<file path="config.mk">
export PLATFORM = sky130hd
export DESIGN_NAME = strip_hit_centroid_reconstruction_core
export DESIGN_NICKNAME = d
export VERILOG_FILES = /design/src/hdl/shcr_pkg.sv /design/src/hdl/shcr_div.sv /design/src/hdl/shcr_ctrl.sv /design/src/hdl/shcr_dp.sv /design/src/hdl/strip_hit_centroid_reconstruction_core.sv
export VERILOG_INCLUDE_DIRS = /design/src /design/src/hdl
export SDC_FILE = /design/constraint.sdc
export NUM_CORES = 1
export LEC_CHECK = 0
export BUFFER_PORTS_ARGS = -buffer_cell sky130_fd_sc_hd__buf_2
export CORE_ASPECT_RATIO = 1.5
export CORE_MARGIN = 10
export CORE_UTILIZATION = 35
export DETAILED_ROUTE_END_ITERATION = 10
export SYNTH_ARGS = -nofsm -noshare
export SYNTH_HDL_FRONTEND = slang
export SYNTH_SLANG_ARGS = --single-unit
</file>
<file path="constraint.sdc">
create_clock -name aclk -period 5.1 [get_ports aclk]
set_input_delay 0.51 -clock aclk [delete_from_list [all_inputs] [get_ports aclk]]
set_output_delay 0.51 -clock aclk [all_outputs]
set_load 0.02 [all_outputs]
</file>
<file path="src/hdl/strip_hit_centroid_reconstruction_core_defines.svh">
// Assertion macros shared by the strip hit centroid reconstruction RTL.
`ifndef STRIP_HIT_CENTROID_RECONSTRUCTION_CORE_DEFINES_SVH
`define STRIP_HIT_CENTROID_RECONSTRUCTION_CORE_DEFINES_SVH

`ifndef SYNTHESIS

// Clocked check, masked while reset is asserted.
`define SHCR_ASSERT(lbl, prop) \
    lbl: assert property (@(posedge aclk) disable iff (!aresetn) prop) \
        else $error("shcr assertion failed");

// Clocked check that also holds during reset.
`define SHCR_ASSERT_ALWAYS(lbl, prop) \
    lbl: assert property (@(posedge aclk) prop) \
        else $error("shcr assertion failed");

`else

`define SHCR_ASSERT(lbl, prop)
`define SHCR_ASSERT_ALWAYS(lbl, prop)

`endif

`endif

</file>
<file path="src/hdl/shcr_pkg.sv">
// Shared constants and controller/datapath interface types.
package shcr_pkg;

    // Hits kept per array in one event
    localparam int MAX_HITS = 64;

    localparam int POS_W   = 16;                      // hit position, Q8.8 signed
    localparam int CNT_W   = $clog2(MAX_HITS + 1);    // per-array hit count
    localparam int SUM_W   = POS_W + CNT_W;           // per-array position sum
    localparam int BIT_W   = $clog2(SUM_W);           // divider step counter
    localparam int EVT_W   = 32;                      // event counters
    localparam int SIDE_W  = 2;
    localparam int NSIDE   = 4;

    // Strip array codes
    localparam logic [SIDE_W-1:0] SIDE_BOTTOM = 2'd0;
    localparam logic [SIDE_W-1:0] SIDE_TOP    = 2'd1;
    localparam logic [SIDE_W-1:0] SIDE_LEFT   = 2'd2;
    localparam logic [SIDE_W-1:0] SIDE_RIGHT  = 2'd3;

    // Commands from controller to datapath
    typedef struct packed {
        logic              acc;        // input transaction taken this cycle
        logic              div_load;   // load divider with array 'side'
        logic              div_step;   // one restoring divide step
        logic              mean_save;  // store mean of array 'side'
        logic              emit;       // build result, bump counters, clear arrays
        logic [SIDE_W-1:0] side;
    } cmd_t;

    // Status from datapath to controller
    typedef struct packed {
        logic out_free;                // output register can take a result
    } sts_t;

endpackage

</file>
<file path="src/hdl/shcr_div.sv">
// Unsigned restoring divider, one quotient bit per step.
module shcr_div (
    input  logic                        aclk,
    input  logic                        load,
    input  logic                        step,
    input  logic [shcr_pkg::SUM_W-1:0]  dividend,
    input  logic [shcr_pkg::CNT_W-1:0]  divisor,
    output logic [shcr_pkg::SUM_W-1:0]  quotient
);

    logic [shcr_pkg::SUM_W-1:0] quo_reg, quo_next;
    logic [shcr_pkg::CNT_W-1:0] rem_reg, rem_next;
    logic [shcr_pkg::CNT_W-1:0] dvs_reg;
    logic [shcr_pkg::CNT_W:0]   trial;
    logic [shcr_pkg::CNT_W:0]   diff;

    // Shift next dividend bit into the remainder and try a subtract
    always_comb begin
        trial    = {rem_reg, quo_reg[shcr_pkg::SUM_W-1]};
        diff     = trial - {1'b0, dvs_reg};
        quo_next = quo_reg;
        rem_next = rem_reg;
        if (load) begin
            quo_next = dividend;
            rem_next = '0;
        end else if (step) begin
            if (trial >= {1'b0, dvs_reg}) begin
                rem_next = diff[shcr_pkg::CNT_W-1:0];
                quo_next = {quo_reg[shcr_pkg::SUM_W-2:0], 1'b1};
            end else begin
                rem_next = trial[shcr_pkg::CNT_W-1:0];
                quo_next = {quo_reg[shcr_pkg::SUM_W-2:0], 1'b0};
            end
        end
    end

    always_ff @(posedge aclk) begin
        quo_reg <= quo_next;
        rem_reg <= rem_next;
        if (load) begin
            dvs_reg <= divisor;
        end
    end

    assign quotient = quo_reg;

endmodule

</file>
<file path="src/hdl/shcr_ctrl.sv">
// Sequencer: accumulate hits, then four divides and the result hand-off.
`include "strip_hit_centroid_reconstruction_core_defines.svh"

module shcr_ctrl (
    input  logic            aclk,
    input  logic            aresetn,
    input  logic            s_tvalid,
    input  logic            s_tlast,
    output logic            s_tready,
    input  shcr_pkg::sts_t  sts,
    output shcr_pkg::cmd_t  cmd
);

    localparam logic [2:0] ST_ACC  = 3'd0;
    localparam logic [2:0] ST_LOAD = 3'd1;
    localparam logic [2:0] ST_DIV  = 3'd2;
    localparam logic [2:0] ST_SAVE = 3'd3;
    localparam logic [2:0] ST_EMIT = 3'd4;

    localparam logic [shcr_pkg::BIT_W-1:0]  LAST_BIT  = shcr_pkg::BIT_W'(shcr_pkg::SUM_W - 1);
    localparam logic [shcr_pkg::SIDE_W-1:0] LAST_SIDE = shcr_pkg::SIDE_RIGHT;

    logic [2:0]                  state_reg, state_next;
    logic [shcr_pkg::SIDE_W-1:0] side_reg, side_next;
    logic [shcr_pkg::BIT_W-1:0]  bit_reg, bit_next;
    logic                        in_fire;

    assign s_tready = (state_reg == ST_ACC);
    assign in_fire  = s_tvalid && s_tready;

    // Next state and command decode
    always_comb begin
        state_next    = state_reg;
        side_next     = side_reg;
        bit_next      = bit_reg;
        cmd           = '0;
        cmd.side      = side_reg;
        unique case (state_reg)
            ST_ACC: begin
                cmd.acc = in_fire;
                if (in_fire && s_tlast) begin
                    side_next  = shcr_pkg::SIDE_BOTTOM;
                    state_next = ST_LOAD;
                end
            end
            ST_LOAD: begin
                cmd.div_load = 1'b1;
                bit_next     = '0;
                state_next   = ST_DIV;
            end
            ST_DIV: begin
                cmd.div_step = 1'b1;
                bit_next     = bit_reg + 1'b1;
                if (bit_reg == LAST_BIT) begin
                    state_next = ST_SAVE;
                end
            end
            ST_SAVE: begin
                cmd.mean_save = 1'b1;
                if (side_reg == LAST_SIDE) begin
                    state_next = ST_EMIT;
                end else begin
                    side_next  = side_reg + 1'b1;
                    state_next = ST_LOAD;
                end
            end
            ST_EMIT: begin
                if (sts.out_free) begin
                    cmd.emit   = 1'b1;
                    state_next = ST_ACC;
                end
            end
            default: begin
                state_next = ST_ACC;
            end
        endcase
    end

    always_ff @(posedge aclk) begin
        if (!aresetn) begin
            state_reg <= ST_ACC;
            side_reg  <= '0;
            bit_reg   <= '0;
        end else begin
            state_reg <= state_next;
            side_reg  <= side_next;
            bit_reg   <= bit_next;
        end
    end

    // An accepted end-of-event transaction always starts the divide sequence
    `SHCR_ASSERT(a_eoe_starts_div, (in_fire && s_tlast) |=> (state_reg == ST_LOAD))
    // Divide step counter never runs past the dividend width
    `SHCR_ASSERT(a_bit_bound, (state_reg == ST_DIV) |-> (bit_reg <= LAST_BIT))
    // A result waiting for a free output register is emitted as soon as it is free
    `SHCR_ASSERT(a_emit_when_free,
        (state_reg == ST_EMIT && sts.out_free) |-> cmd.emit)

endmodule

</file>
<file path="src/hdl/shcr_dp.sv">
// Datapath: per-array sums and counts, shared divider, output register, counters.
`include "strip_hit_centroid_reconstruction_core_defines.svh"

module shcr_dp (
    input  logic                               aclk,
    input  logic                               aresetn,
    input  shcr_pkg::cmd_t                     cmd,
    output shcr_pkg::sts_t                     sts,
    input  logic [shcr_pkg::SIDE_W-1:0]        array_side,
    input  logic signed [shcr_pkg::POS_W-1:0]  hit_position,
    input  logic                               hit_present,
    output logic                               m_tvalid,
    input  logic                               m_tready,
    output logic signed [shcr_pkg::POS_W-1:0]  recon_x,
    output logic                               x_valid,
    output logic signed [shcr_pkg::POS_W-1:0]  recon_y,
    output logic                               y_valid,
    output logic [shcr_pkg::EVT_W-1:0]         events_total,
    output logic [shcr_pkg::EVT_W-1:0]         events_with_x,
    output logic [shcr_pkg::EVT_W-1:0]         events_with_y,
    output logic [shcr_pkg::EVT_W-1:0]         events_with_both
);

    localparam int POS_W = shcr_pkg::POS_W;
    localparam int SUM_W = shcr_pkg::SUM_W;
    localparam int CNT_W = shcr_pkg::CNT_W;
    localparam int EVT_W = shcr_pkg::EVT_W;
    localparam logic [CNT_W-1:0] CNT_LIMIT = CNT_W'(shcr_pkg::MAX_HITS);

    logic signed [SUM_W-1:0] sum_reg   [shcr_pkg::NSIDE];
    logic signed [SUM_W-1:0] sum_next  [shcr_pkg::NSIDE];
    logic [CNT_W-1:0]        cnt_reg   [shcr_pkg::NSIDE];
    logic [CNT_W-1:0]        cnt_next  [shcr_pkg::NSIDE];
    logic signed [POS_W-1:0] mean_reg  [shcr_pkg::NSIDE];

    logic                    neg_reg;
    logic signed [SUM_W-1:0] sel_sum;
    logic [SUM_W-1:0]        sel_mag;
    logic [SUM_W-1:0]        quotient;
    logic [SUM_W-1:0]        signed_quo;

    logic                    hx_a, hx_b, hy_a, hy_b, xv, yv;
    logic signed [POS_W-1:0] x_coord, y_coord;
    logic signed [POS_W:0]   x_pair, y_pair;

    logic                    m_valid_reg;
    logic [EVT_W-1:0]        ev_reg [4];

    // Per-array accumulate; a full array drops the hit, emit clears all
    always_comb begin
        for (int i = 0; i < shcr_pkg::NSIDE; i++) begin
            sum_next[i] = sum_reg[i];
            cnt_next[i] = cnt_reg[i];
            if (cmd.emit) begin
                sum_next[i] = '0;
                cnt_next[i] = '0;
            end else if (cmd.acc && hit_present && (array_side == shcr_pkg::SIDE_W'(i))
                         && (cnt_reg[i] < CNT_LIMIT)) begin
                sum_next[i] = sum_reg[i] + SUM_W'(hit_position);
                cnt_next[i] = cnt_reg[i] + 1'b1;
            end
        end
    end

    always_ff @(posedge aclk) begin
        if (!aresetn) begin
            for (int i = 0; i < shcr_pkg::NSIDE; i++) begin
                sum_reg[i] <= '0;
                cnt_reg[i] <= '0;
            end
        end else begin
            for (int i = 0; i < shcr_pkg::NSIDE; i++) begin
                sum_reg[i] <= sum_next[i];
                cnt_reg[i] <= cnt_next[i];
            end
        end
    end

    // Divider operand: magnitude of the selected sum
    assign sel_sum = sum_reg[cmd.side];
    assign sel_mag = sel_sum[SUM_W-1] ? SUM_W'(-sel_sum) : SUM_W'(sel_sum);

    shcr_div u_div (
        .aclk     (aclk),
        .load     (cmd.div_load),
        .step     (cmd.div_step),
        .dividend (sel_mag),
        .divisor  (cnt_reg[cmd.side]),
        .quotient (quotient)
    );

    always_ff @(posedge aclk) begin
        if (cmd.div_load) begin
            neg_reg <= sel_sum[SUM_W-1];
        end
    end

    // Restore the sign: quotient truncates toward zero; an empty array means zero
    assign signed_quo = neg_reg ? (~quotient + 1'b1) : quotient;

    always_ff @(posedge aclk) begin
        if (cmd.mean_save) begin
            mean_reg[cmd.side] <= (cnt_reg[cmd.side] == '0) ? '0 : signed_quo[POS_W-1:0];
        end
    end

    // Combine array means into X and Y; pair average floors
    assign hx_a = (cnt_reg[shcr_pkg::SIDE_BOTTOM] != '0);
    assign hx_b = (cnt_reg[shcr_pkg::SIDE_TOP]    != '0);
    assign hy_a = (cnt_reg[shcr_pkg::SIDE_LEFT]   != '0);
    assign hy_b = (cnt_reg[shcr_pkg::SIDE_RIGHT]  != '0);
    assign xv   = hx_a || hx_b;
    assign yv   = hy_a || hy_b;

    assign x_pair = (POS_W+1)'(mean_reg[shcr_pkg::SIDE_BOTTOM])
                  + (POS_W+1)'(mean_reg[shcr_pkg::SIDE_TOP]);
    assign y_pair = (POS_W+1)'(mean_reg[shcr_pkg::SIDE_LEFT])
                  + (POS_W+1)'(mean_reg[shcr_pkg::SIDE_RIGHT]);

    always_comb begin
        priority if (hx_a && hx_b) x_coord = x_pair[POS_W:1];
        else if (hx_a)             x_coord = mean_reg[shcr_pkg::SIDE_BOTTOM];
        else if (hx_b)             x_coord = mean_reg[shcr_pkg::SIDE_TOP];
        else                       x_coord = '0;
        priority if (hy_a && hy_b) y_coord = y_pair[POS_W:1];
        else if (hy_a)             y_coord = mean_reg[shcr_pkg::SIDE_LEFT];
        else if (hy_b)             y_coord = mean_reg[shcr_pkg::SIDE_RIGHT];
        else                       y_coord = '0;
    end

    // Saturating event counters: total, with X, with Y, with both
    always_ff @(posedge aclk) begin
        if (!aresetn) begin
            for (int i = 0; i < 4; i++) begin
                ev_reg[i] <= '0;
            end
        end else if (cmd.emit) begin
            if (ev_reg[0] != '1)              ev_reg[0] <= ev_reg[0] + 1'b1;
            if (xv && ev_reg[1] != '1)        ev_reg[1] <= ev_reg[1] + 1'b1;
            if (yv && ev_reg[2] != '1)        ev_reg[2] <= ev_reg[2] + 1'b1;
            if (xv && yv && ev_reg[3] != '1)  ev_reg[3] <= ev_reg[3] + 1'b1;
        end
    end

    // Output register; counters read straight from their registers
    always_ff @(posedge aclk) begin
        if (!aresetn) begin
            m_valid_reg <= 1'b0;
        end else if (cmd.emit) begin
            m_valid_reg <= 1'b1;
        end else if (m_tready) begin
            m_valid_reg <= 1'b0;
        end
    end

    always_ff @(posedge aclk) begin
        if (cmd.emit) begin
            recon_x <= x_coord;
            x_valid <= xv;
            recon_y <= y_coord;
            y_valid <= yv;
        end
    end

    assign m_tvalid         = m_valid_reg;
    assign events_total     = ev_reg[0];
    assign events_with_x    = ev_reg[1];
    assign events_with_y    = ev_reg[2];
    assign events_with_both = ev_reg[3];
    assign sts.out_free     = !m_valid_reg || m_tready;

    // Per-array hit counts never pass the array limit
    `SHCR_ASSERT(a_cnt_limit,
        (cnt_reg[0] <= CNT_LIMIT) && (cnt_reg[1] <= CNT_LIMIT) &&
        (cnt_reg[2] <= CNT_LIMIT) && (cnt_reg[3] <= CNT_LIMIT))
    // Counter ordering: both <= with X/Y <= total
    `SHCR_ASSERT(a_ev_order,
        (ev_reg[3] <= ev_reg[1]) && (ev_reg[3] <= ev_reg[2]) &&
        (ev_reg[1] <= ev_reg[0]) && (ev_reg[2] <= ev_reg[0]))
    // Arrays are empty right after a result is built
    `SHCR_ASSERT(a_clear_on_emit, cmd.emit |=>
        (cnt_reg[0] == '0) && (cnt_reg[1] == '0) &&
        (cnt_reg[2] == '0) && (cnt_reg[3] == '0))

endmodule

</file>
<file path="src/hdl/strip_hit_centroid_reconstruction_core.sv">
// Top level: strip hit centroid reconstruction core.
//
//  channel  dir  tdata                                     tuser / tlast
//  s_       in   hit_position[15:0]                        tuser: array_side, hit_present
//                                                          tlast: end_of_event
//  m_       out  recon_x, recon_y, four event counters     tuser: x_valid, y_valid
//
//  A hit transaction is taken while s_tready is high; hits stream back to back within an event.
//  After end of event the shared one-bit-per-cycle divider runs for each of the
//  four arrays in turn (load, divide steps, save), then the result is loaded once the output register is free.
//  s_tready stays low from the end-of-event transaction until the result is loaded;
//  a result still waiting on m_tready stalls only the next event's end.
//  Reset (aresetn low at a clock edge) clears sums, counts, counters and m_tvalid.
module strip_hit_centroid_reconstruction_core (
    input  logic         aclk,
    input  logic         aresetn,
    input  logic         s_tvalid,
    output logic         s_tready,
    input  logic [15:0]  s_tdata,   // [15:0] hit_position
    input  logic [2:0]   s_tuser,   // [1:0] array_side, [2] hit_present
    input  logic         s_tlast,   // end_of_event
    output logic         m_tvalid,
    input  logic         m_tready,
    output logic [159:0] m_tdata,   // [15:0] recon_x, [31:16] recon_y, [63:32] events_total,
                                    // [95:64] events_with_x, [127:96] events_with_y,
                                    // [159:128] events_with_both
    output logic [1:0]   m_tuser    // [0] x_valid, [1] y_valid
);

    shcr_pkg::cmd_t cmd;
    shcr_pkg::sts_t sts;

    logic signed [shcr_pkg::POS_W-1:0] recon_x;
    logic signed [shcr_pkg::POS_W-1:0] recon_y;
    logic                              x_valid;
    logic                              y_valid;
    logic [shcr_pkg::EVT_W-1:0]        events_total;
    logic [shcr_pkg::EVT_W-1:0]        events_with_x;
    logic [shcr_pkg::EVT_W-1:0]        events_with_y;
    logic [shcr_pkg::EVT_W-1:0]        events_with_both;

    shcr_ctrl u_ctrl (
        .aclk     (aclk),
        .aresetn  (aresetn),
        .s_tvalid (s_tvalid),
        .s_tlast  (s_tlast),
        .s_tready (s_tready),
        .sts      (sts),
        .cmd      (cmd)
    );

    shcr_dp u_dp (
        .aclk             (aclk),
        .aresetn          (aresetn),
        .cmd              (cmd),
        .sts              (sts),
        .array_side       (s_tuser[1:0]),
        .hit_position     (s_tdata),
        .hit_present      (s_tuser[2]),
        .m_tvalid         (m_tvalid),
        .m_tready         (m_tready),
        .recon_x          (recon_x),
        .x_valid          (x_valid),
        .recon_y          (recon_y),
        .y_valid          (y_valid),
        .events_total     (events_total),
        .events_with_x    (events_with_x),
        .events_with_y    (events_with_y),
        .events_with_both (events_with_both)
    );

    // Pack result fields, lowest field first
    assign m_tdata = {events_with_both, events_with_y, events_with_x, events_total,
                      recon_y, recon_x};
    assign m_tuser = {y_valid, x_valid};

endmodule
</file>
Word-level counts from Yosys, hierarchy flattened
Memories as Yosys holds them, arrays and structs flattened. A register that Yosys moved wholly into a read port is not among the register bits.
Cells that the tools add are included.
Storage, ports and cells
  register bits after elaboration: 83
  RAM bits: 312
  output and inout port bits: 164
  memories kept: 4
Memories
  u_dp.ev_reg: words 4, bits a word 32, rd ports 4, clocked after Yosys merged registers in 0, wr ports 4, line shcr_dp.sv:47  | logic [EVT_W-1:0] ev_reg [4];
  u_dp.sum_reg: words 4, bits a word 23, rd ports 5, clocked after Yosys merged registers in 1, wr ports 4, line shcr_dp.sv:30  | logic signed [SUM_W-1:0] sum_reg [shcr_pkg::NSIDE];
  u_dp.mean_reg: words 4, bits a word 16, rd ports 4, clocked after Yosys merged registers in 0, wr ports 1, line shcr_dp.sv:34  | logic signed [POS_W-1:0] mean_reg [shcr_pkg::NSIDE];
  u_dp.cnt_reg: words 4, bits a word 7, rd ports 5, clocked after Yosys merged registers in 1, wr ports 4, line shcr_dp.sv:32  | logic [CNT_W-1:0] cnt_reg [shcr_pkg::NSIDE];
Cells by class
  $add $sub $neg: 19
  $lt $le $gt $ge: 5
  equality and inequality tests: 17
  multiplexer cells: 82
  bitwise gates (word level): 13
  reductions and logical operators: 34
Operator list (number)
  23-bit two-way mux: 15
  32-bit by 1-bit adder with 32-bit output, second input constant: 4
  16-bit two-way mux: 8
  32-bit two-way mux: 4
  32-bit inequality test, second input constant: 4
  23-bit by 16-bit adder with 23-bit output: 4
  7-bit two-way mux: 13
  16-bit by 16-bit adder with 17-bit output: 2
  1-bit two-way mux: 29
  7-bit by 1-bit adder with 7-bit output, second input constant: 4
  7-bit < comparator, second input constant: 4
  7-bit nonzero test: 4
  23-bit negation: 1
  1-bit logical AND: 17
  16-bit by 1-bit adder with 16-bit output, second input constant: 1
  16-bit NOT: 1
  3-bit one-hot mux with 5 select lines: 1
  2-bit two-way mux: 6
  3-bit two-way mux: 4
  1-bit OR: 12
  5-bit one-hot mux with 2 select lines: 1
  8-bit by 7-bit >= comparator with 1-bit output: 1
  2-bit nonzero test: 4
  7-bit logical NOT: 1
  other kinds (17): 25

Logic depth before layout (Yosys ltp)
Gate-level depths: netlist (run 1).
An unclocked memory read counts as a cell.
  depth in word-level cells: 10
  depth in mapped cells: 14
  mapped depth without buffers: 13

Modules after synthesis
From an unflattened synthesis (run 1), not the netlist that was laid out.
Second synthesis, totals
  cell total of the unflattened synthesis: 2501
  area, all modules: 24284.5 µm²
Modules (own cells, without submodules)
  shcr_dp: instances 1, cells an instance 2268, area each 21649.5 µm², sequential area each 9238.9 µm²
  shcr_div: instances 1, cells an instance 162, area each 2020.7 µm², sequential area each 1041.0 µm²
  shcr_ctrl: instances 1, cells an instance 69, area each 599.3 µm², sequential area each 200.2 µm²
  strip_hit_centroid_reconstruction_core: instances 1, cells an instance 2, area each 15.0 µm², sequential area each 0.0 µm²

Least setup slack after synthesis (run 1)
Ideal clock, no wire load.
  kind: flip-flop to flip-flop
  start point: mem u_dp.ev_reg[3][0]
  end point: mem u_dp.ev_reg[3][0], enable pin
  library setup time: 0.466 ns
  data arrival time: 4.053 ns
  data required time: 4.634 ns
  path slack: 0.581 ns
  cell stages (with the launch flop): 10
  path buffers: 1
  clock period less this slack: 4.519 ns
  cell sequence: edfxtp_1 -> ha_1 -> and3_1 -> nand3_1 -> nor2_1 -> and3_1 -> nand2b_1 -> clkbuf_1 -> o31ai_1 -> o21ai_0
RTL lines (line)
  start, declared: shcr_dp.sv:47

==> flow_summary.yaml, run 1 <==
sta:
  rsz0062_at_grt: "false"
  maxSlewHeadroom_pct: 21.36
  drv_slew: 0
  finalCriticalPeriod_ps: 3576
  min_period_over_period_pct: 70.11
  clock.fmax_ghz: 0.2797
  setup_tns_ps: 0
  layout_setup_ws_ps: 1524
  worstMarginPinSlew_ps: 1180
  skew_ps: 29.39
  setup_viol: 0
  hold_viol_final: 0
cts:
  cts-resized-gates: 0
  insertion_delay_ps: 590
  cts_setup_buffers: 0
  clk_path_buf_depth: 3
  clkSlewWorstSetupHoldPaths_ps: 70
  htree_levels: 2
  cts_hold_buffers: 0
  cts_root_buffer: "clkbuf_16"
  cts_sinks: 397
  cts_buffers: 42
  cts_tree: "done"
die:
  rows: 117
  dieArea_sq_mm: 0.07929
  pin_count: 188
  die_width_um: 233.3
  initial_core_util_pct: 35.23
  core_area_sq_mm: 0.06778
  die_h_um: 339.9
synthesis:
  async_reset_ff_share_pct: 0
  synth-xor-area-share_pct: 9.684
  synth-compound-area-share_pct: 13.05
  yosys_warnings: 0
  synth_top_family_by_area: "simple AND/OR/NAND/NOR gates"
  synth_cells: 2502
  ys_seq_area_share_pct: 44.06
  synthAdderAreaFrac_pct: 8.185
  synth_seq_cells: 397
  ys_types: 74
  synth_edf_count: 257
  synth_simple_gate_area_share_pct: 18.61
  avgSynthCellArea_sq_um: 9.544
  ys.flop_type: "edfxtp_1"
  syn_area_sq_mm: 0.02388
  synthMuxAreaShare_pct: 3.768
  synth_nets: 2678
run_status:
  status: "complete, no violations"
drt:
  met1_length_mm: 25.88
  routed-wl-met3_mm: 3.265
  wl_met2_mm: 33.15
  routed_via_density: 5.287
  wirelength_mm: 64.63
  routed.top_layer: "met5"
  antenna_left: 0
  drc: 0
  routedWlPerCell_um: 17.98
  drt_iter0_markers: 957
  first_pass_iters: 5
  via_count: 19000
setup_path:
  cp_common_cell: "a21oi_1"
  arrival_ps: 3900
  critical_path.slowest_cell: "a2111oi_0"
  cp_max_fo: 3
  start_kind: "flip-flop"
  path_delay_family: "compound AO/OA/AOI/OAI gates"
  cp.depth: 11
  cp.required_ps: 5420
  reg2reg_from: "u_dp.mean_reg[1][0]"
  startpoint: "u_dp.mean_reg[1][0]"
  path_class: "flip-flop to flip-flop"
  crit_path_max_incr_delay_ps: 900
  cp_cell_sequence: "and2_1 > fa_1 > a21o_1 > a21oi_1 > o21bai_1 > a21oi_1 > o21ba_2 > o21ai_0 > a2111oi_0 > nor3_1 > nand3b_1"
  rr_worst_depth: 11
  cp_num_buf_inv: 0
  end_kind: "flip-flop"
place:
  pre_cts_ws_ps: 1598
  place_hpwl_mm: 48.65
  io_buffers: 187
  gp_congestion: 0.9143
min_path:
  hold_class: "input pin to flip-flop"
  hold_start: "s_tuser[1]"
  whs_path_depth: 4
cells_and_area:
  nets: 2843
  synthToLayoutAreaGrowth_pct: 14.38
  largest_reg_flops: 128
  final_cell_mix: "nor2_1 (316), nand2_1 (303), edfxtp_1 (257)"
  layout-drive-gt1-share_pct: 12.62
  final_common_cell: "nor2_1"
grt:
  grt.total_usage_pct: 15.86
  grt_pass1_wl_mm: 102.6
  grt_start_max_net_pins: 66
  grt_pass1_vias: 19070
  overflow: 0
  antenna_found_initial: 6
pwr:
  peakVddDrop_mv: 0.2463
  leakage_uw: 0.01043
  power_density_mw_per_mm2: 316.7
run:
  cap_violations: 0
-- per-stage QoR --
stage | util [%] | std cells | power [uW] | hold slack (ps) | instance area (sq um)
6_report | 40.30 | 3594 | 8650 | 352.2 | 27310
3_3_place_gp | 38.07 | 3515 | 5316 | 437.3 | 25800
4_1_cts | 40.29 | 3593 | 8749 | 323.1 | 27310
3_5_place_dp | 38.07 | 3515 | 5348 | 460.6 | 25800
5_1_grt | 40.30 | 3594 | 9070 | 342.9 | 27310
2_1_floorplan | - | 2502 | 4940 | 425.8 | 23880
-- report_power, final --
group	switching (uW)	total (uW)	internal (uW)
Combinational	857	1380	521
Sequential	206	3890	3690
Clock	1390	3380	1990
Total	2460	8650	6190
-- synthesized netlist by cell type, types with 7 or more instances --
| cell | instances | share of area [%] |
|---|---|---|
| o21ai_0 | 132 | 2.8 |
| o21a_1 | 16 | 0.50 |
| nor3_1 | 49 | 1.0 |
| clkbuf_1 | 77 | 1.2 |
| o31ai_1 | 14 | 0.44 |
| a211oi_1 | 20 | 0.63 |
| nor2_1 | 316 | 5.0 |
| xnor2_1 | 130 | 4.8 |
| dfxtp_1 | 140 | 12 |
| o211ai_1 | 8 | 0.25 |
| nand3_1 | 90 | 1.9 |
| and2_1 | 18 | 0.47 |
| ha_1 | 145 | 7.6 |
| xor2_1 | 134 | 4.9 |
| a21oi_1 | 174 | 3.6 |
| and3_1 | 45 | 1.2 |
| a31oi_1 | 17 | 0.45 |
| and4_1 | 11 | 0.40 |
| nand4_1 | 27 | 0.71 |
| fa_1 | 7 | 0.59 |
| mux2i_1 | 19 | 0.80 |
| nor4_1 | 9 | 0.24 |
| a22oi_1 | 8 | 0.25 |
| nor2b_1 | 17 | 0.45 |
| a21o_1 | 42 | 1.3 |
| nand2_1 | 304 | 4.8 |
| or3_1 | 17 | 0.45 |
| mux4_1 | 9 | 0.99 |
| o21bai_1 | 21 | 0.66 |
| nand2b_1 | 25 | 0.65 |
| mux4_2 | 20 | 1.9 |
| edfxtp_1 | 257 | 32 |
| or2_2 | 15 | 0.39 |
| inv_1 | 71 | 1.1 |
-- cell type report --
type	instances	area [sq um]
Clock buffer	49	1150
Inverter	71	266.5
Clock inverter	29	355.3
Multi-Input combinational cell	1944	12770
Antenna cell	1	2.502
Sequential cell	397	10520
Fill cell	6590	40470
Timing Repair Buffer	211	1129
Tap cell	892	1116
-- routing by layer --
layer  track usage (%)  vias to the layer above
met5                 0                        -
met4             6.208                       10
met3             2.732                      116
met2             28.97                      459
met1             17.83                     9116
li1                  -                     9301
-- path summary, 6_finish.rpt --
| kind | end | slack (ps) |
|---|---|---|
| hold reg to reg | u_dp.u_div.rem_reg[6] | 470 |
| hold / removal | u_dp.cnt_reg[1][1] | 350 |
| setup / recovery | u_dp.recon_x[13] | 1520 |
| setup reg to reg | u_dp.recon_x[13] | 1520 |
-- tightest hold or removal path, delay by kind of cell --
kind / cells / cell delay, ps
AOI/OAI and AO/OA: 1 / 50
buffers and inverters: 1 / 150
and+or+nand+nor: 2 / 160
-- logic make-up after synthesis --
group / count (synthesis)
AO/OA/AOI/OAI: 508
XOR/XNOR: 264
adder cells (fa/ha/maj): 152
buffers and inverters: 161
flip-flops: 397
multiplexers: 50
AND/OR/NAND/NOR: 970
Power figures use the tool's default switching activity.
==> inputs of run 2 (changes only) <==
==> constraint.sdc (replaced) <==
create_clock -name aclk -period 3.39 [get_ports aclk]
set_input_delay 0.339 -clock aclk [delete_from_list [all_inputs] [get_ports aclk]]
set_output_delay 0.339 -clock aclk [all_outputs]
set_load 0.02 [all_outputs]
==> flow_summary.yaml, run 2 (same netlist as run 1, synthesis figures left out) <==
cells_and_area:
  final_cell_mix: "nor2_1 (316), nand2_1 (303), edfxtp_1 (257)"
  largest_reg_flops: 128
  nets: 2874
  layout-drive-gt1-share_pct: 13.36
  final_common_cell: "nor2_1"
  synthToLayoutAreaGrowth_pct: 15.13
  fin_area_sq_mm: 0.02749
  fin_cells: 3626
min_path:
  hold_class: "input pin to flip-flop"
  whs_path_depth: 2
sta:
  skew_ps: 11.00
  setup_viol: 0
  finalCriticalPeriod_ps: 3284
  worstMarginPinSlew_ps: 894.6
  hold-worst-slack_ps: 185.2
  maxSlewHeadroom_pct: 39.86
  clock.fmax_ghz: 0.3045
  hold_viol_final: 0
  drv_slew: 0
  rsz0062_at_grt: "false"
  min_period_over_period_pct: 96.86
cts:
  clkSlewWorstSetupHoldPaths_ps: 60
  cts_root_buffer: "clkbuf_16"
  cts_tree: "done"
  cts_hold_buffers: 0
  cts_setup_buffers: 0
  cts_buffers: 43
  cts-resized-gates: 0
  insertion_delay_ps: 580
  htree_levels: 2
  clk_path_buf_depth: 3
  cts_sinks: 397
die:
  die_h_um: 339.9
  pin_count: 188
  rows: 117
  initial_core_util_pct: 35.23
  dieArea_sq_mm: 0.07929
  die_width_um: 233.3
  core_area_sq_mm: 0.06778
grt:
  grt_pass1_wl_mm: 102.4
  grt.total_usage_pct: 15.76
  grt_start_max_net_pins: 47
  antenna_found_initial: 4
  overflow: 0
  grt_pass1_vias: 19140
drt:
  first_pass_iters: 5
  wirelength_mm: 64.05
  drc: 0
  via_count: 19190
  drt_iter0_markers: 1018
  antenna_left: 0
  routed_via_density: 5.293
  routedWlPerCell_um: 17.66
place:
  place_hpwl_mm: 48.56
  dp.cells: 3545
  gp_congestion: 0.9081
  io_buffers: 187
  placed_area_sq_mm: 0.02607
pwr:
  power_frac_comb_pct: 16.7
  seq_power_share_pct: 45.7
  switchingPower_uw: 3640
  power_density_mw_per_mm2: 465.6
  leakage_uw: 0.01055
  clockPowerShare_pct: 37.6
  switching_share_pct: 28.44
  peakVddDrop_mv: 0.2911
  internal-power_uw: 9158
setup_path:
  cp.required_ps: 3900
  rr_worst_depth: 12
  path_class: "flip-flop to flip-flop"
  end_kind: "flip-flop"
  cp_max_fo: 3
  start_kind: "flip-flop"
  arrival_ps: 3790
run_status:
  status: "complete, no violations"
run:
  cap_violations: 0
==> run 2: cell count changes in the layout (fill, tap and decap cells not counted), sizes merged <==
| cell | before | now |
|---|---|---|
| clkinvlp | 4 | 2 |
| clkbuf | 49 | 58 |
| buf | 211 | 241 |
| inv | 73 | 71 |
| bufinv | 7 | 4 |
==> run 2: critical path, stage by stage, from the launching register on <==
cell      delay [ps]
dfxtp_1          330
ha_1             230
inv_1             90
fa_1             190
nand2b_1         160
a21oi_1          100
o21ai_0          490
a21oi_1          200
or3_1            450
a311o_1          320
a31oi_1          220
mux2i_1          240
mux2i_1          180
==> run 2: through the flow <==
| stage | total power, uW | TNS (ps) | util (%) | setup slack (ps) |
|---|---|---|---|---|
| 2_1_floorplan | 7430 | -15860 | - | -265.7 |
| 4_1_cts | 12950 | 0 | 40.55 | 129.3 |
| 3_3_place_gp | 8028 | 0 | 38.46 | 11.99 |
| 6_report | 12800 | 0 | 40.56 | 106.4 |
| 5_1_grt | 13440 | 0 | 40.55 | 15.92 |
| 3_5_place_dp | 8101 | -15.21 | 38.46 | -15.21 |
==> run 2: cell type report <==
class,count,area (sq um)
clock buffer,58,1194
clock inverter,22,225.2
timing repair buffer,241,1391
fill,6629,40290
antenna,1,2.502
sequential,397,10520
multi-input combinational,1944,12770
inverter,71,266.5
tap,892,1116
==> run 2: routing by layer <==
| layer | global-route usage (%) | up-vias | part of all wire (%) |
|---|---|---|---|
| met3 | 2.715 | 103 | 5.2 |
| met5 | 0 | - | 0.087 |
| met1 | 17.75 | 9283 | 40 |
| met4 | 4.866 | 8 | 2.5 |
| li1 | - | 9377 | - |
| met2 | 29.35 | 421 | 52 |
==> run 2: power groups by stage <==
stage          sequential (uW)  combinational, uW  clock (uW)
2_1_floorplan             5910               1520           0
3_3_place_gp              5930               2100           0
3_5_place_dp              5950               2150           0
4_1_cts                   5850               2160        4950
5_1_grt                   5900               2430        5110
6_report                  5850               2140        4810
==> run 2: path summary, 6_finish.rpt <==
kind                                             from                    end  slack [ps]
worst min-delay path                          aresetn      u_ctrl.bit_reg[3]         190
worst max-delay path               u_dp.sum_reg[2][0]    u_dp.sum_reg[2][22]         110
worst min register to register  u_dp.u_div.rem_reg[6]  u_dp.u_div.rem_reg[6]         460
worst max register to register     u_dp.sum_reg[2][0]    u_dp.sum_reg[2][22]         110
